===== src/rtl/swmsd_div.sv =====
// ----------------------------------------------------------------------------
// Sliding window statistics: serial divider
// Restoring unsigned divider producing one quotient bit per cycle. The caller
// guarantees that the quotient fits in QW bits.
// ----------------------------------------------------------------------------
`default_nettype none

module swmsd_div #(
	parameter int QW = 16,
	parameter int DW = 11
) (
	input  wire logic               clk,
	input  wire logic               arst_n,
	input  wire logic               start,
	input  wire logic [QW+DW-1:0]   dividend,
	input  wire logic [DW-1:0]      divisor,
	output logic                    busy,
	output logic [QW-1:0]           quotient
);

	localparam int CNTW = $clog2(QW + 1);

	logic [DW-1:0]   rem_q;
	logic [QW-1:0]   quo_q;
	logic [CNTW-1:0] cnt_q;
	logic            busy_q;
	logic [DW+1:0]   trial;
	logic            borrow;

	assign trial  = {1'b0, rem_q, quo_q[QW-1]} - {2'b00, divisor};
	assign borrow = trial[DW+1];

	always_ff @(posedge clk or negedge arst_n) begin
		if (!arst_n) begin
			busy_q <= 1'b0;
			cnt_q  <= '0;
		end else if (start) begin
			busy_q <= 1'b1;
			cnt_q  <= '0;
		end else if (busy_q) begin
			cnt_q <= cnt_q + CNTW'(1);
			if (cnt_q == CNTW'(QW - 1)) begin
				busy_q <= 1'b0;
			end
		end
	end

	always_ff @(posedge clk) begin
		if (start) begin
			rem_q <= dividend[QW+DW-1:QW];
			quo_q <= dividend[QW-1:0];
		end else if (busy_q) begin
			if (!borrow) begin
				rem_q <= trial[DW-1:0];
			end else begin
				rem_q <= {rem_q[DW-2:0], quo_q[QW-1]};
			end
			quo_q <= {quo_q[QW-2:0], ~borrow};
		end
	end

	assign busy     = busy_q;
	assign quotient = quo_q;

endmodule

`default_nettype wire


===== config.mk =====
export PLATFORM = sky130hd
export DESIGN_NAME = swmsd_div
export DESIGN_NICKNAME = d
export VERILOG_FILES = /design/src/rtl/swmsd_div.sv
export SDC_FILE = /design/constraint.sdc
export NUM_CORES = 1
export LEC_CHECK = 0
export BUFFER_PORTS_ARGS = -buffer_cell sky130_fd_sc_hd__buf_2
export CAP_MARGIN = 20
export CORE_MARGIN = 2
export CORE_UTILIZATION = 55
export DETAILED_ROUTE_END_ITERATION = 7
export GPL_ROUTABILITY_DRIVEN = 0
export PLACE_DENSITY = 0.83
export SYNTH_ARGS = -nofsm -noshare
export SYNTH_HDL_FRONTEND = slang
export SYNTH_SLANG_ARGS = --single-unit

===== constraint.sdc =====
create_clock -name clk -period 4.61 [get_ports clk]
set_input_delay 0.461 -clock clk [delete_from_list [all_inputs] [get_ports clk]]
set_output_delay 0.461 -clock clk [all_outputs]
set_load 0.005 [all_outputs]

Yosys cells after proc, flatten, opt, wreduce, memory -nomap -nowiden
Index checks and enable logic that the tools add are counted.

Register bits after elaboration: 33. Input port bits: 41. Output and inout port bits: 17.

$add $sub $neg: 2. Equal/unequal tests: 1. Mux-type cells: 10. Bitwise gates (word level): 1. Reduce and logical (&&, ||, !) cells: 1.

Operators by type and width (number): $mux 11 (3); $mux 16 (2); $sub 12x11->13 (1); $mux 5 (2); $add 5x1->5 const B (1); $eq 5x4->1 const B (1); $mux 1 (3); $reduce_bool 2->1 (1); $not 1->1 (1).

Longest topological paths before layout
Depth after elaboration: 4. Depth in mapped cells: 8.

Worst setup path after synthesis
Ideal clock, no wire load.

Path type: input to register. Start point: in divisor[0]. End point: reg rem_q[3] (data pin). Arrival: 2.054 ns. Setup slack: 2.295 ns. Stages: 7. Cells stage by stage: ha_1 -> fa_1 -> nor2b_1 -> o31a_1 -> o21a_1 -> nor2_1 -> a311o_1.

Word-level cells in the longest chain between the ends: 4.

Ends and longest elaborated chain: start, declared (RTL line 16) `input wire logic [DW-1:0] divisor,`; $sub 12x11->13 (RTL line 30) `assign trial = {1'b0, rem_q, quo_q[QW-1]} - {2'b00, divisor};`; $mux 11 (RTL line 53) `if (!borrow) begin`; $mux 11 (RTL line 52) `end else if (busy_q) begin`; $mux 11 (RTL line 49) `if (start) begin`; end signal, assigned (RTL line 50) `rem_q <= dividend[QW+DW-1:QW];`; end signal, assigned (RTL line 54) `rem_q <= trial[DW-1:0];`; end signal, assigned (RTL line 56) `rem_q <= {rem_q[DW-2:0], quo_q[QW-1]};`; end, declared (RTL line 23) `logic [DW-1:0] rem_q;`.

Every way passes these cells. The select of a mux whose other input is x is not followed. A chain may end at the register's enable or synchronous reset.

Worst setup path in the final report
Start point: reg quo_q[15] (netlist: quotient[15]). End point: reg rem_q[3] (data pin).

Word-level cells in the longest chain between the ends: 4.

Ends and longest elaborated chain: start, declared (RTL line 24) `logic [QW-1:0] quo_q;`; start signal, assigned (RTL line 51) `quo_q <= dividend[QW-1:0];`; start signal, assigned (RTL line 58) `quo_q <= {quo_q[QW-2:0], ~borrow};`; $sub 12x11->13 (RTL line 30); $mux 11 (RTL line 53); $mux 11 (RTL line 52); $mux 11 (RTL line 49).

Every way passes these cells. The select of a mux whose other input is x is not followed.

==> summary.txt <==
total track usage = 24.5%
crit end category = register
CTS H-tree lvls = 2
Post-Syn Instances = 204
crit path kind = reg -> reg
R2R Setup Slk = 2070 ps
Mapped Nets = 259
# placed instances = 303
worst setup path start = quotient[15]
first-pass GRT wire length = 8020 µm
CTS sink cnt = 33
Clock Path Buffers = 2
ANT nets after route = 0
CP endpoint = rem_q[3]
actual slew at the worst max-slew pin = 777 ps
final setup fails = 0
sequential share of the synthesized area = 44.3%
Post-Syn Area = 2170 µm²
# IOs = 58
Post-synth EDFFs = 27
core area = 3720 µm²
Final Max Slew Viols = 0
Synth Area in Simple Gates = 11.8%
Max-cap violations = 0
total negative slack = 0 ps
number of global-route vias before repair = 1707
HPWL Detailed = 3680 µm
status = complete, no violations
XOR/XNOR share of the synthesized area = 2.02%
Worst Setup Start Kind = register
Post-synth top flop = edfxtp_1
Power Density = 492 nW/µm²
RSZ-0062 raised after global routing = no
drt initial violations = 148
root buffer cell = clkbuf_8
Starting Density = 58.4%
largest net degree at the start of global routing = 41
total CTS buffers = 5
Critical Path RT = 4650 ps
Worst-path clk slew = 70 ps
clk_skew = 7.22 ps
Static Leakage = 1.19 nW
worst hold slack = 459 ps
Tmin final = 2540 ps
die area = 4470 µm²
Antenna Cells = 0
antenna violations before repair = 0
Final Hold Viols = 0
Synth Area in Adders = 8.41%
Critical R2R Launch = quotient[15]
Die H = 66.8 µm
compound-gate portion of the synthesized area = 19.7%
row cnt = 22
Fmax = 393 MHz
post-DR wirelength/cell = 16.1 µm
PortBufs = 57
fin crit share = 55.1%
Via density = 5.81
Async S/R FF share, synth = 18.2%
DRT Wirelength = 5040 µm
critical path fanouts, max = 7
post-layout util = 71.0%
Horiz. Die Dim = 66.8 µm
CTS tree = yes
Vias = 1819
Yosys reg bits = 33
synthesized area per cell = 10.6 µm²
Syn-to-layout area delta = 21.5%
DRC = 0
Synth cell types = 50
Layout Cells excl Fill = 313
largest family of logic cells by synthesized area = compound AO/OA/AOI/OAI gates
Data arrival, critical path = 2580 ps
RR Endpoint = rem_q[3]
total number of yosys warnings = 0
Hold Path Class = in -> reg
Worst-Skew Late Latency = 290 ps
r2r worst-path depth = 8
peak supply drop = 0.000293 V
worst rel slew slack = 48.2%
DRT Pass-1 Iters = 5
fin nets = 319
post-synthesis mux area share = 9.74%
layout cells sized above 1 = 32.5%
postcts setup bufs = 0
GRT overflow = 0
[kinds of logic (layout without fill, tap and decap cells)]
| group | Yosys count | count (layout) |
|---|---|---|
| compound gates | 57 | 57 |
| xor+xnor | 5 | 5 |
| fa+ha+maj | 14 | 14 |
| buf+inv | 24 | 85 |
| flops | 33 | 33 |
| mux | 19 | 19 |
| simple gates | 52 | 52 |
[layout make-up]
type	count	area [µm²]
multi-input combinational	147	1120
fill	290	1080
sequential	33	961
timing repair buffer	59	323
clock buffer	6	72.6
inverter	18	67.6
tap	48	60.1
clock inverter	2	33.8
[cells in the mapped netlist (2+ instances only)]
cell,n,area [µm²]
a211oi_1,2,15.0
a21o_1,3,22.5
a21oi_1,5,25.0
a311oi_1,3,26.3
a41oi_1,2,17.5
and2_1,3,18.8
buf_1,2,7.51
clkbuf_1,4,15.0
dfrtp_1,6,150
edfxtp_1,27,811
ha_1,13,163
inv_1,18,67.6
mux2_2,17,191
mux2i_1,2,20.0
nand2_1,13,48.8
nand2b_1,2,12.5
nand3_1,2,10.0
nor2_1,14,52.6
nor2b_1,4,25.0
nor3_1,5,25.0
nor3b_1,2,15.0
nor4_1,2,12.5
o211a_1,2,20.0
o211ai_1,3,22.5
o21a_1,6,45.0
o21ai_0,12,60.1
o21ai_1,2,10.0
o31a_1,2,17.5
o41ai_1,2,17.5
xnor2_1,3,26.3
xor2_1,2,17.5
[critical path, stage by stage (launching register included)]
cell and delay, ps:
edfxtp_1 380, inv_1 60, ha_1 210, fa_1 410, nor2b_1 220, o31a_1 250, o21a_1 330, nor2_1 80
a311o_1 370
[cells in the final DEF, fill, tap and decap left out, types with 3 or more instances in the layout]
cell	Yosys	routed
a21o_1	3	3
a21oi_1	5	5
a311oi_1	3	3
and2_1	3	3
buf_2	0	57
clkbuf_8	0	5
dfrtp_1	6	6
edfxtp_1	27	27
ha_1	13	13
inv_1	18	18
mux2_2	17	17
nand2_1	13	13
nor2_1	14	14
nor2b_1	4	4
nor3_1	5	5
o211ai_1	3	3
o21a_1	6	6
o21ai_0	12	12
xnor2_1	3	3
[flip-flops by register name, summed over array words and instances, names as in the netlist]
name and count:
quotient 16, cnt_q 5, busy 1, rem_q 11
[how the worst min path moves through the flow]
stage	startpoint	to	slack, ps	cells after the start
6_report	dividend[18]	rem_q[2]	460	3
5_1_grt	dividend[8]	quotient[8]	460	2
4_1_cts	dividend[18]	rem_q[2]	450	3
3_5_place_dp	arst_n	cnt_q[0]	290	1
3_3_place_gp	arst_n	cnt_q[0]	290	1
2_1_floorplan	arst_n	busy	170	0
[what timing repair did]
item                      CTS  global route
hold endpoints to repair    6             0
hold buffers                1             0
gates resized for setup     0             0
[metal layers]
layer	global-route usage [%]	wire [µm]	vias up
li1	-	-	895
met1	31.8	2090	859
met2	40.0	2550	56
met3	7.26	312	9
met4	6.12	76	0
met5	0	0	-
[power by group]
group	leakage, nW	switching [mW]	internal (mW)
logic	0.773	0.331	0.253
clock network	0.0528	0.104	0.159
registers	0.362	0.0420	0.409
[stage by stage]
stage               setup WS, ps  total power [mW]  cell area [µm²]
floorplan                   2290             0.874             2170
global placement            1860              1.01             2490
detailed placement          1760              1.03             2490
CTS                         2060              1.29             2610
global route                1920              1.39             2640
finish                      2070              1.30             2640
Power figures use the tool's default switching activity.
